### config.mk
export PLATFORM = sky130hd
export DESIGN_NAME = wide_float_to_fp32_convert
export DESIGN_NICKNAME = d
export VERILOG_FILES = /design/src/wfc_pkg.sv /design/src/wfc_front.sv /design/src/wfc_queue.sv /design/src/wfc_back.sv /design/src/wide_float_to_fp32_convert.sv
export SDC_FILE = /design/constraint.sdc
export NUM_CORES = 1
export LEC_CHECK = 0
export ABC_AREA = 1
export CORE_ASPECT_RATIO = 0.75
export CORE_MARGIN = 3
export CORE_UTILIZATION = 55
export DETAILED_ROUTE_END_ITERATION = 8
export DONT_BUFFER_PORTS = 1
export GPL_ROUTABILITY_DRIVEN = 0
export PLACE_DENSITY = 0.73
export SLEW_MARGIN = 20
export SYNTH_ARGS = -nofsm -noshare
export SYNTH_HDL_FRONTEND = slang
export SYNTH_SLANG_ARGS = --single-unit
### constraint.sdc
create_clock -name clk -period 4.2 [get_ports clk]
set_clock_uncertainty 0.15 [all_clocks]
set_input_delay 1.26 -clock clk [delete_from_list [all_inputs] [get_ports clk]]
set_output_delay 1.26 -clock clk [all_outputs]
set_load 0.02 [all_outputs]
### src/wfc_pkg.sv
// Shared types and constants for the wide float to fp32 converter.
// No dependencies; every module of the converter imports this package.
package wfc_pkg;

	// Value class codes, shared by input and result
	typedef enum logic [2:0] {
		CLS_ZERO   = 3'd0,
		CLS_SUB    = 3'd1,
		CLS_NORMAL = 3'd2,
		CLS_INF    = 3'd3,
		CLS_NAN    = 3'd4
	} class_t;

	// Conversion path picked by the front end
	typedef enum logic [2:0] {
		PATH_ZERO,
		PATH_SUB_IN,
		PATH_INF,
		PATH_NAN,
		PATH_NORM,
		PATH_OVF,
		PATH_DENORM
	} path_t;

	// Wide exponent bounds for the fp32 normal range (bias 2^31-1 against 127)
	localparam logic [31:0] EXP_NORM_MIN = 32'd2147483521; // unbiased -126
	localparam logic [31:0] EXP_NORM_MAX = 32'd2147483774; // unbiased 127
	localparam logic [31:0] EXP_REBIAS   = 32'd2147483520; // wide bias - 127
	localparam logic [31:0] SHIFT_BASE   = 32'd2147483529; // 8 + wide bias - 126

	localparam logic [7:0] FP_EXP_ONES = 8'hFF;
	localparam int         FRAC_W      = 31;
	localparam int         FP_FRAC_W   = 23;

	// Decoupling queue geometry
	localparam int QUEUE_DEPTH = 4;
	localparam int QPTR_W      = 2;
	localparam int QCNT_W      = 3;

	// Classified operand handed from front to back
	typedef struct packed {
		logic                sign;
		path_t               path;
		class_t              icls;
		logic [7:0]          exp8;
		logic [4:0]          shamt;
		logic                flush;
		logic [FRAC_W-1:0]   frac;
	} item_t;

	// Queue status seen by both ends
	typedef struct packed {
		logic full;
		logic empty;
	} q_status_t;

endpackage

### src/wfc_front.sv
// Front end: accepts wide floats, classifies them and registers the result.
// Depends on wfc_pkg; pushes into wfc_queue.
module wfc_front
	import wfc_pkg::*;
(
	input  logic              clk,
	input  logic              arst_n,
	input  logic              in_valid,
	output logic              in_stall,
	input  logic              sign_in,
	input  logic [31:0]       exponent_in,
	input  logic [30:0]       fraction_in,
	input  q_status_t         q_status,
	output logic              push,
	output item_t             push_item
);

	logic        valid_s1;
	item_t       item_s1;
	item_t       cls_item;
	logic        advance;
	logic        exp_zero;
	logic        exp_ones;
	logic        frac_zero;
	logic [31:0] rebias;
	logic [31:0] shift_full;

	// Classify the incoming operand
	always_comb begin
		exp_zero   = (exponent_in == '0);
		exp_ones   = &exponent_in;
		frac_zero  = (fraction_in == '0);
		rebias     = exponent_in - EXP_REBIAS;
		shift_full = SHIFT_BASE - exponent_in;

		cls_item.sign  = sign_in;
		cls_item.frac  = fraction_in;
		cls_item.exp8  = rebias[7:0];
		cls_item.shamt = shift_full[4:0];
		cls_item.flush = (shift_full[31:5] != '0);

		priority if (exp_zero) begin
			cls_item.path = frac_zero ? PATH_ZERO : PATH_SUB_IN;
			cls_item.icls = frac_zero ? CLS_ZERO : CLS_SUB;
		end else if (exp_ones) begin
			cls_item.path = frac_zero ? PATH_INF : PATH_NAN;
			cls_item.icls = frac_zero ? CLS_INF : CLS_NAN;
		end else if (exponent_in > EXP_NORM_MAX) begin
			cls_item.path = PATH_OVF;
			cls_item.icls = CLS_NORMAL;
		end else if (exponent_in >= EXP_NORM_MIN) begin
			cls_item.path = PATH_NORM;
			cls_item.icls = CLS_NORMAL;
		end else begin
			cls_item.path = PATH_DENORM;
			cls_item.icls = CLS_NORMAL;
		end
	end

	// Advance the stage unless its item is blocked by a full queue
	assign advance  = !valid_s1 || !q_status.full;
	assign in_stall = !advance;

	always_ff @(posedge clk or negedge arst_n) begin
		if (!arst_n) begin
			valid_s1 <= 1'b0;
		end else if (advance) begin
			valid_s1 <= in_valid;
		end
	end

	// Capture the classified payload on each transfer
	always_ff @(posedge clk) begin
		if (advance && in_valid) begin
			item_s1 <= cls_item;
		end
	end

	assign push      = valid_s1 && !q_status.full;
	assign push_item = item_s1;

endmodule

### src/wfc_queue.sv
// Short FIFO that decouples the classify front end from the rounding back end.
// Depends on wfc_pkg for the item type and depth.
module wfc_queue
	import wfc_pkg::*;
(
	input  logic      clk,
	input  logic      arst_n,
	input  logic      push,
	input  item_t     push_item,
	input  logic      pop,
	output item_t     head_item,
	output q_status_t q_status
);

	item_t             slot_q [QUEUE_DEPTH];
	logic [QPTR_W-1:0] wr_ptr_q;
	logic [QPTR_W-1:0] rd_ptr_q;
	logic [QCNT_W-1:0] count_q;

	assign q_status.full  = (count_q == QCNT_W'(QUEUE_DEPTH));
	assign q_status.empty = (count_q == '0);
	assign head_item      = slot_q[rd_ptr_q];

	// Track pointers and fill level
	always_ff @(posedge clk or negedge arst_n) begin
		if (!arst_n) begin
			wr_ptr_q <= '0;
			rd_ptr_q <= '0;
			count_q  <= '0;
		end else begin
			if (push) begin
				wr_ptr_q <= wr_ptr_q + 1'b1;
			end
			if (pop) begin
				rd_ptr_q <= rd_ptr_q + 1'b1;
			end
			unique case ({push, pop})
				2'b10:   count_q <= count_q + 1'b1;
				2'b01:   count_q <= count_q - 1'b1;
				default: count_q <= count_q;
			endcase
		end
	end

	// Store pushed items
	always_ff @(posedge clk) begin
		if (push) begin
			slot_q[wr_ptr_q] <= push_item;
		end
	end

endmodule

### src/wfc_back.sv
// Back end: rounds or denormalizes the queued item and holds the fp32 result.
// Depends on wfc_pkg; pops from wfc_queue.
module wfc_back
	import wfc_pkg::*;
(
	input  logic        clk,
	input  logic        arst_n,
	input  item_t       head_item,
	input  q_status_t   q_status,
	output logic        pop,
	output logic        out_valid,
	input  logic        out_stall,
	output logic [31:0] fp32_word,
	output logic [2:0]  input_class,
	output logic [2:0]  result_class
);

	logic        out_valid_q;
	logic [31:0] word_q;
	class_t      icls_q;
	class_t      rcls_q;

	logic [31:0] word_d;
	class_t      rcls_d;
	logic [24:0] norm_sum;
	logic [8:0]  norm_exp;
	logic [31:0] sig;
	logic [31:0] shifted;
	logic [31:0] lost_mask;
	logic        sticky;
	logic [23:0] den_q;
	logic [FP_FRAC_W-1:0] nan_frac;

	// Round, denormalize or pass through
	always_comb begin
		// Normal range, round away from zero
		norm_sum = {1'b0, 1'b1, head_item.frac[FRAC_W-1:8]} + 25'(|head_item.frac[7:0]);
		norm_exp = {1'b0, head_item.exp8} + 9'(norm_sum[24]);

		// Below normal range, sticky round-up
		sig       = {1'b1, head_item.frac};
		shifted   = sig >> head_item.shamt;
		lost_mask = (32'd1 << head_item.shamt) - 32'd1;
		sticky    = head_item.flush || ((sig & lost_mask) != '0);
		den_q     = (head_item.flush ? 24'd0 : shifted[23:0]) + 24'(sticky);

		// NaN keeps its top fraction bits, never all zero
		nan_frac = head_item.frac[FRAC_W-1:8];
		if (nan_frac == '0) begin
			nan_frac = 23'd1;
		end

		unique case (head_item.path)
			PATH_ZERO: begin
				word_d = {head_item.sign, 31'd0};
				rcls_d = CLS_ZERO;
			end
			PATH_SUB_IN: begin
				word_d = {head_item.sign, 31'd1};
				rcls_d = CLS_SUB;
			end
			PATH_INF, PATH_OVF: begin
				word_d = {head_item.sign, FP_EXP_ONES, 23'd0};
				rcls_d = CLS_INF;
			end
			PATH_NAN: begin
				word_d = {head_item.sign, FP_EXP_ONES, nan_frac};
				rcls_d = CLS_NAN;
			end
			PATH_NORM: begin
				if (norm_exp[7:0] == FP_EXP_ONES) begin
					word_d = {head_item.sign, FP_EXP_ONES, 23'd0};
					rcls_d = CLS_INF;
				end else begin
					word_d = {head_item.sign, norm_exp[7:0], norm_sum[FP_FRAC_W-1:0]};
					rcls_d = CLS_NORMAL;
				end
			end
			PATH_DENORM: begin
				word_d = {head_item.sign, 7'd0, den_q};
				rcls_d = den_q[23] ? CLS_NORMAL : CLS_SUB;
			end
			default: begin
				word_d = '0;
				rcls_d = CLS_ZERO;
			end
		endcase
	end

	// Pop when the output register is free or being drained
	assign pop = !q_status.empty && (!out_valid_q || !out_stall);

	always_ff @(posedge clk or negedge arst_n) begin
		if (!arst_n) begin
			out_valid_q <= 1'b0;
		end else if (pop) begin
			out_valid_q <= 1'b1;
		end else if (!out_stall) begin
			out_valid_q <= 1'b0;
		end
	end

	// Load the result payload on each pop
	always_ff @(posedge clk) begin
		if (pop) begin
			word_q <= word_d;
			icls_q <= head_item.icls;
			rcls_q <= rcls_d;
		end
	end

	assign out_valid    = out_valid_q;
	assign fp32_word    = word_q;
	assign input_class  = icls_q;
	assign result_class = rcls_q;

endmodule

### src/wide_float_to_fp32_convert.sv
// Channel  | Handshake          | Payload
// input    | in_valid/in_stall  | sign_in, exponent_in[31:0], fraction_in[30:0]
// output   | out_valid/out_stall| fp32_word[31:0], input_class[2:0], result_class[2:0]
//
// One operand per cycle sustained while out_stall stays low; an operand passes the classify
// register, the queue slot, then rounding into the output register before out_valid.
// The four-entry queue between classify and rounding absorbs output stalls;
// in_stall rises only once the queue is full and the classify stage is occupied.
// Asynchronous active-low reset empties all stages; there is no clearing pass.
// Top level of the wide float to fp32 converter; depends on wfc_pkg and the
// wfc_front, wfc_queue and wfc_back modules.
module wide_float_to_fp32_convert
	import wfc_pkg::*;
(
	input  logic        clk,
	input  logic        arst_n,
	input  logic        in_valid,
	output logic        in_stall,
	input  logic        sign_in,
	input  logic [31:0] exponent_in,
	input  logic [30:0] fraction_in,
	output logic        out_valid,
	input  logic        out_stall,
	output logic [31:0] fp32_word,
	output logic [2:0]  input_class,
	output logic [2:0]  result_class
);

	q_status_t q_status;
	logic      push;
	logic      pop;
	item_t     push_item;
	item_t     head_item;

	// Classify and register incoming operands
	wfc_front u_front (
		.clk         (clk),
		.arst_n      (arst_n),
		.in_valid    (in_valid),
		.in_stall    (in_stall),
		.sign_in     (sign_in),
		.exponent_in (exponent_in),
		.fraction_in (fraction_in),
		.q_status    (q_status),
		.push        (push),
		.push_item   (push_item)
	);

	// Decouple front and back
	wfc_queue u_queue (
		.clk       (clk),
		.arst_n    (arst_n),
		.push      (push),
		.push_item (push_item),
		.pop       (pop),
		.head_item (head_item),
		.q_status  (q_status)
	);

	// Round and hold results
	wfc_back u_back (
		.clk          (clk),
		.arst_n       (arst_n),
		.head_item    (head_item),
		.q_status     (q_status),
		.pop          (pop),
		.out_valid    (out_valid),
		.out_stall    (out_stall),
		.fp32_word    (fp32_word),
		.input_class  (input_class),
		.result_class (result_class)
	);

	// NaN in and NaN out go together
	a_nan_pairs: assert property (@(posedge clk) disable iff (!arst_n)
		out_valid |-> ((input_class == CLS_NAN) == (result_class == CLS_NAN)))
		else $error("NaN class mismatch between input and result");

	// Infinity result carries the infinity encoding
	a_inf_code: assert property (@(posedge clk) disable iff (!arst_n)
		(out_valid && result_class == CLS_INF) |->
		(fp32_word[30:23] == FP_EXP_ONES && fp32_word[22:0] == '0))
		else $error("infinity result with wrong encoding");

	// Normal result has an exponent inside the finite range
	a_norm_exp: assert property (@(posedge clk) disable iff (!arst_n)
		(out_valid && result_class == CLS_NORMAL) |->
		(fp32_word[30:23] != '0 && fp32_word[30:23] != FP_EXP_ONES))
		else $error("normal result with reserved exponent");

	// Zero input yields signed zero
	a_zero_pass: assert property (@(posedge clk) disable iff (!arst_n)
		(out_valid && input_class == CLS_ZERO) |->
		(fp32_word[30:0] == '0 && result_class == CLS_ZERO))
		else $error("zero input did not give zero");

endmodule

==> run metrics, run 1 <==
outcome complete, but fails checks; Initial Util 0.569; crit path from u_queue.rd_ptr_q[0]; Gate Count Post-Synth 1872; Main synth FF type edfxtp_1; grt ovf 0; final wirelength just under 50000 µm; CTS tree done; Yosys cell types 56; DR vias 14.5k; H-tree levels 1; number of DRC markers in iteration 0 roughly 2.2k; Clk pin slew, worst setup/hold paths approximately 70 ps; worst-margin pin slew 804 ps; cell count of the worst reg-to-reg path 34; GRT Util Overall 0.291; FMAX 220 MHz; Slowest Stage Delay on Critical Path between 400 and 500 ps; slowest cell on the critical path dfrtp_2; die width approximately 210 µm; Hold WC Path Type primary input to async pin; Port Buffers 0; layout cells sized above 1 0.199; Placed Cells 2347; Sinks on Clock Net 302; Clock Path Buffers 3; number of synthesized flops with an enable pin between 200 and 300; Critical Path AT ~4800 ps; Final Cycle Share 1.08; final max-slew violation count 0; Worst Setup End Kind flip-flop; Worst Path Max Fanout 6; first-pass GRT wire length ~75000 µm; DIE HEIGHT 158 µm; largest net degree at the start of global routing 52; diode count 0; final worst slack -336 ps; post-synthesis average cell area approximately 9 µm²; Mapped Nets 1955; I/O pin count 108; YS warnings 0; Num CTS Buffers 29; Root Driver clkbuf_16; Multi-input gate area a little over 0.007 mm²; vias per cell roughly 6; Synth async-reset ratio 0.0298; vias in the first global route between 10k and 15k; num rows 54; Synth Register Bits slightly above 300; startpoint types flip-flop; antenna-violating nets left 0; register area 0.00903 mm²; die area 0.0328 mm²; final hold viol count 0; maxcap violations 0; Top cell by count, worst path buf_4; pre-CTS WS -554 ps; Hold Slack about 240 ps; fin util 0.662; clock latency on the worst-skew pair about 570 ps; Rel. slew slack 0.464; worst setup path end u_back.fp32_word[12]; Pre-antenna DRT Iters 6; core area about 0.030 mm²; Reg-to-Reg Start u_queue.rd_ptr_q[0]; RSZ-0062 raised after global routing yes; HPWL after DPL ~35000 µm; fin nets about 2.1k; failing checks setup timing; routed len/inst 20.2 µm; r2r setup slk -340 ps; Seq/Total Area, Yosys 0.536; Synth Cell Area approximately 0.017 mm²; Tmin final 4540 ps; most common cell after layout, fill and taps aside nand2_1; fillers approximately 2.3k; Final Non-Filler Cells between 2k and 2.5k; area growth from synthesis to final layout 16.4%; initial antenna violation count 0; # DRC 0; RR Endpoint u_back.fp32_word[12]; most frequent cells in the layout nand2_1 (519), edfxtp_1 (293), nand3_1 (283), buf_4 (166), nor2_1 (147); final setup violation count 26; critical path type flip-flop to flip-flop; worst path required time 4470 ps
registers in the layout, indices dropped and copies added (netlist names):
register / cells
u_front.valid_s1: 1
u_back.out_valid: 1
u_front.push_item: 51
u_queue.slot_q: 204
u_queue.wr_ptr_q: 2
u_back.result_class: 3
u_queue.rd_ptr_q: 2
u_back.input_class: 3
u_back.fp32_word: 32
u_queue.count_q: 3
cell usage after synthesis, types with 21 or more instances:
master	number	area, µm²
nor3_1	23	115
edfxtp_1	293	8800
nand2_1	531	1990
nand2_2	32	200
inv_2	21	78.8
nand3_1	292	1460
a21oi_1	28	140
nand4_1	25	156
o21ai_0	57	285
inv_1	126	473
nor4_1	21	131
buf_6	25	282
nor2_1	153	574
critical path: cells and delay by family (launching register included):
kind                     cells  cell delay (ps)
flip-flops                   1              460
adder cells (fa/ha/maj)      2              300
buffers and inverters       20             2310
AND/OR/NAND/NOR             11              970
AO/OA/AOI/OAI                1              190
cell families (layout without fill, tap and decap cells):
kind of cell | Yosys count | count (layout) | synth area share
simple gates | 1156 | 1156 | 0.318
compound gates | 155 | 155 | 0.0558
flops | 302 | 302 | 0.536
buf+inv | 218 | 386 | 0.0654
xor+xnor | 26 | 26 | 0.0135
fa+ha+maj | 15 | 15 | 0.0116
worst min-delay path by stage:
stage	to	cells after the start	slack, ps
floorplan	u_queue.slot_q[0][0]	0	310
global placement	u_queue.slot_q[0][18]	0	320
detailed placement	u_queue.slot_q[0][18]	0	330
CTS	u_front.valid_s1	0	210
global route	u_front.valid_s1	0	210
finish	u_front.valid_s1	0	240
area by class of cell:
cell class | instances | share of cell area
inverter | 153 | 0.0307
clock buffer | 31 | 0.0374
sequential | 302 | 0.461
tap | 392 | 0.0250
multi-input combinational | 1352 | 0.361
clock inverter | 22 | 0.0111
timing repair buffer | 180 | 0.0741
timing repair:
item,4_1_cts,5_1_grt
hold buffers,0,0
buffers inserted,27,8
pin swaps,12,9
gates resized for setup,49,33
cloned,0,1
endpoints found under the setup margin,28,28
per-stage QoR:
stage,instance area [µm²],setup TNS [ps]
5_1_grt,19600,-12000
4_1_cts,19400,-2200
3_3_place_gp,18100,-6640
3_5_place_dp,18100,-11250
6_report,19600,-5560
2_1_floorplan,16900,-1620
per-layer routing:
metal / wire (µm) / share of wire / vias up / global-route usage
li1: - / - / 6742 / -
met2: 21700 / 0.44 / 834 / 0.455
met5: 0 / 0 / - / 0
met4: 1430 / 0.029 / 0 / 0.0853
met1: 20600 / 0.42 / 6852 / 0.408
met3: 5300 / 0.11 / 119 / 0.0739
Power of run 1 is left out: the tool's default activity adds up to more than one toggle a clock period on the data nets, which glitch-free logic cannot reach.
==> run 2: changes to the inputs <==
- CELL_PAD_IN_SITES_DETAIL_PLACEMENT: not set -> 1
- CELL_PAD_IN_SITES_GLOBAL_PLACEMENT: not set -> 2
- CORE_UTILIZATION: 55 -> 37
- PLACE_DENSITY: 0.73 -> not set
- PLACE_DENSITY_LB_ADDON: not set -> 0.1
==> run 2 against run 1 <==
Net effect:
- the run still ends with setup timing left
- via count increased by 1.6%
- register-to-register slack worse by 210 ps
- worst setup slack worse by 210 ps
- cell count increased by 11%
- core utilization decreased by 20 points
- critical path depth shrank 3
- die area rose by 47%
- hold slack got worse by 21 ps
- first-iteration DRC count is 45% lower
- clock-buffer cell count increased by 3
- non-clock buffer count is 83 higher
==> run metrics, run 2 (synthesized netlist as in run 1, its figures left out) <==
outcome complete, but fails checks; failing checks setup timing; core area about 0.045 mm²; final max-slew violation count 0; Hold WC Path Type primary input to async pin; Slowest Stage Delay on Critical Path 450 ps; first-pass GRT wire length about 94000 µm; num rows 67; fillers 5126; Top reg by flops u_queue.slot_q; I/O pin count approximately 110; layout cells sized above 1 0.243; most common cell after layout, fill and taps aside nand2_1; fin util 0.463; initial antenna violation count 1; Clk pin slew, worst setup/hold paths 70 ps; fin nets 2186; H-tree levels 1; number of DRC markers in iteration 0 roughly 1.2k; grt ovf 0; RSZ-0062 raised after global routing yes; DR vias around 15k; largest net degree at the start of global routing 52; FMAX approximately 210 MHz; worst path required time between 4000 and 5000 ps; routed len/inst approximately 23 µm; Critical Path AT between 4000 and 5000 ps; # DRC 0; setup TNS -11850 ps; Finished Cell Area 0.0208 mm²; vias in the first global route about 15k; max reg flops between 200 and 250; Worst Setup End Kind flip-flop; vias per cell about 5.5; final setup violation count 28; die area a little under 0.05 mm²; area growth from synthesis to final layout 23.2%; Post-CTS Hold Buffers 0; Final Cycle Share 1.13; Pre-antenna DRT Iters 5; final wirelength 63000 µm; die width 252 µm; CTS tree done; Root Driver clkbuf_16; Rel. slew slack 0.416; Port Buffers 0; critical path type flip-flop to flip-flop; HPWL after DPL 46000 µm; slowest cell on the critical path dfrtp_2; final worst slack -545 ps; GRT Util Overall 0.259; Area after DPL between 0.015 and 0.02 mm²; Clock Path Buffers 3; clock latency on the worst-skew pair roughly 580 ps; Tmin final roughly 4700 ps; diode count 0; maxcap violations 0; Num CTS Buffers 31; DIE HEIGHT between 150 and 200 µm; Sinks on Clock Net between 300 and 400; most frequent cells in the layout nand2_1 (511), edfxtp_1 (293), nand3_1 (278), buf_4 (234), nor2_1 (141); final hold viol count 0; Worst Path Max Fanout 7; worst-margin pin slew ~880 ps; startpoint types flip-flop; Initial Util 0.375; antenna-violating nets left 0
[run 2: changes by cell type in the layout (fill, tap and decap cells not counted), sizes merged]
cell and delta:
buf +82, bufbuf +1, clkbuf +3, clkinv -4
clkinvlp -1, inv +2
[run 2: worst paths after layout]
path / from / to / slack, ps / depth (start not counted)
worst max-delay path: u_queue.rd_ptr_q[0] / u_back.fp32_word[16] / -550 / 31
worst min-delay path: arst_n / u_queue.count_q[2] / 210 / 0
worst max register to register: u_queue.rd_ptr_q[0] / u_back.fp32_word[16] / -550 / 31
worst min register to register: u_front.push_item[47] / u_queue.slot_q[2][47] / 350 / 0
max in group asynchronous: arst_n / u_queue.wr_ptr_q[0] / 3590 / 0
min in group clk: u_front.push_item[47] / u_queue.slot_q[2][47] / 350 / 0
[run 2: worst max-delay path: cells and delay by family, from the launching register on]
family | cells | cell delay, ps
simple gates | 17 | 2110
flops | 1 | 450
fa+ha+maj | 4 | 700
buf+inv | 6 | 650
compound gates | 3 | 330
xor+xnor | 1 | 100
[run 2: stage by stage]
step / cells / worst slack (ps) / hold WS (ps)
global route: 2709 / -727 / 188
floorplan: 1872 / -124 / 309
CTS: 2682 / -211 / 191
global placement: 2571 / -270 / 317
detailed placement: 2571 / -444 / 339
finish: 2709 / -545 / 215
[run 2: cell type report]
cell class,instances,area (µm²),share of cell area
Sequential cell,302,9030,0.435
Multi-Input combinational cell,1352,7190,0.346
Timing Repair Buffer,263,2240,0.108
Clock buffer,34,787,0.0379
Tap cell,586,733,0.0353
Inverter,153,607,0.0292
Clock inverter,19,174,0.00838
[run 2: per-layer routing]
| metal | up-vias | share of wire | GRT usage | wire (µm) |
|---|---|---|---|---|
| li1 | 6913 | - | - | - |
| met1 | 7402 | 0.47 | 0.373 | 29500 |
| met2 | 386 | 0.43 | 0.399 | 27300 |
| met3 | 80 | 0.076 | 0.0633 | 4790 |
| met4 | 0 | 0.021 | 0.0536 | 1350 |
| met5 | - | 0 | 0 | 0 |
[run 2: repair_timing]
action	in CTS	in global routing
pin swaps	23	46
gates resized for setup	53	82
endpoints found under the setup margin	26	30
hold endpoints to repair	0	0
gates cloned	4	1
buffers inserted	55	26
Power of run 2 is left out for the same reason.
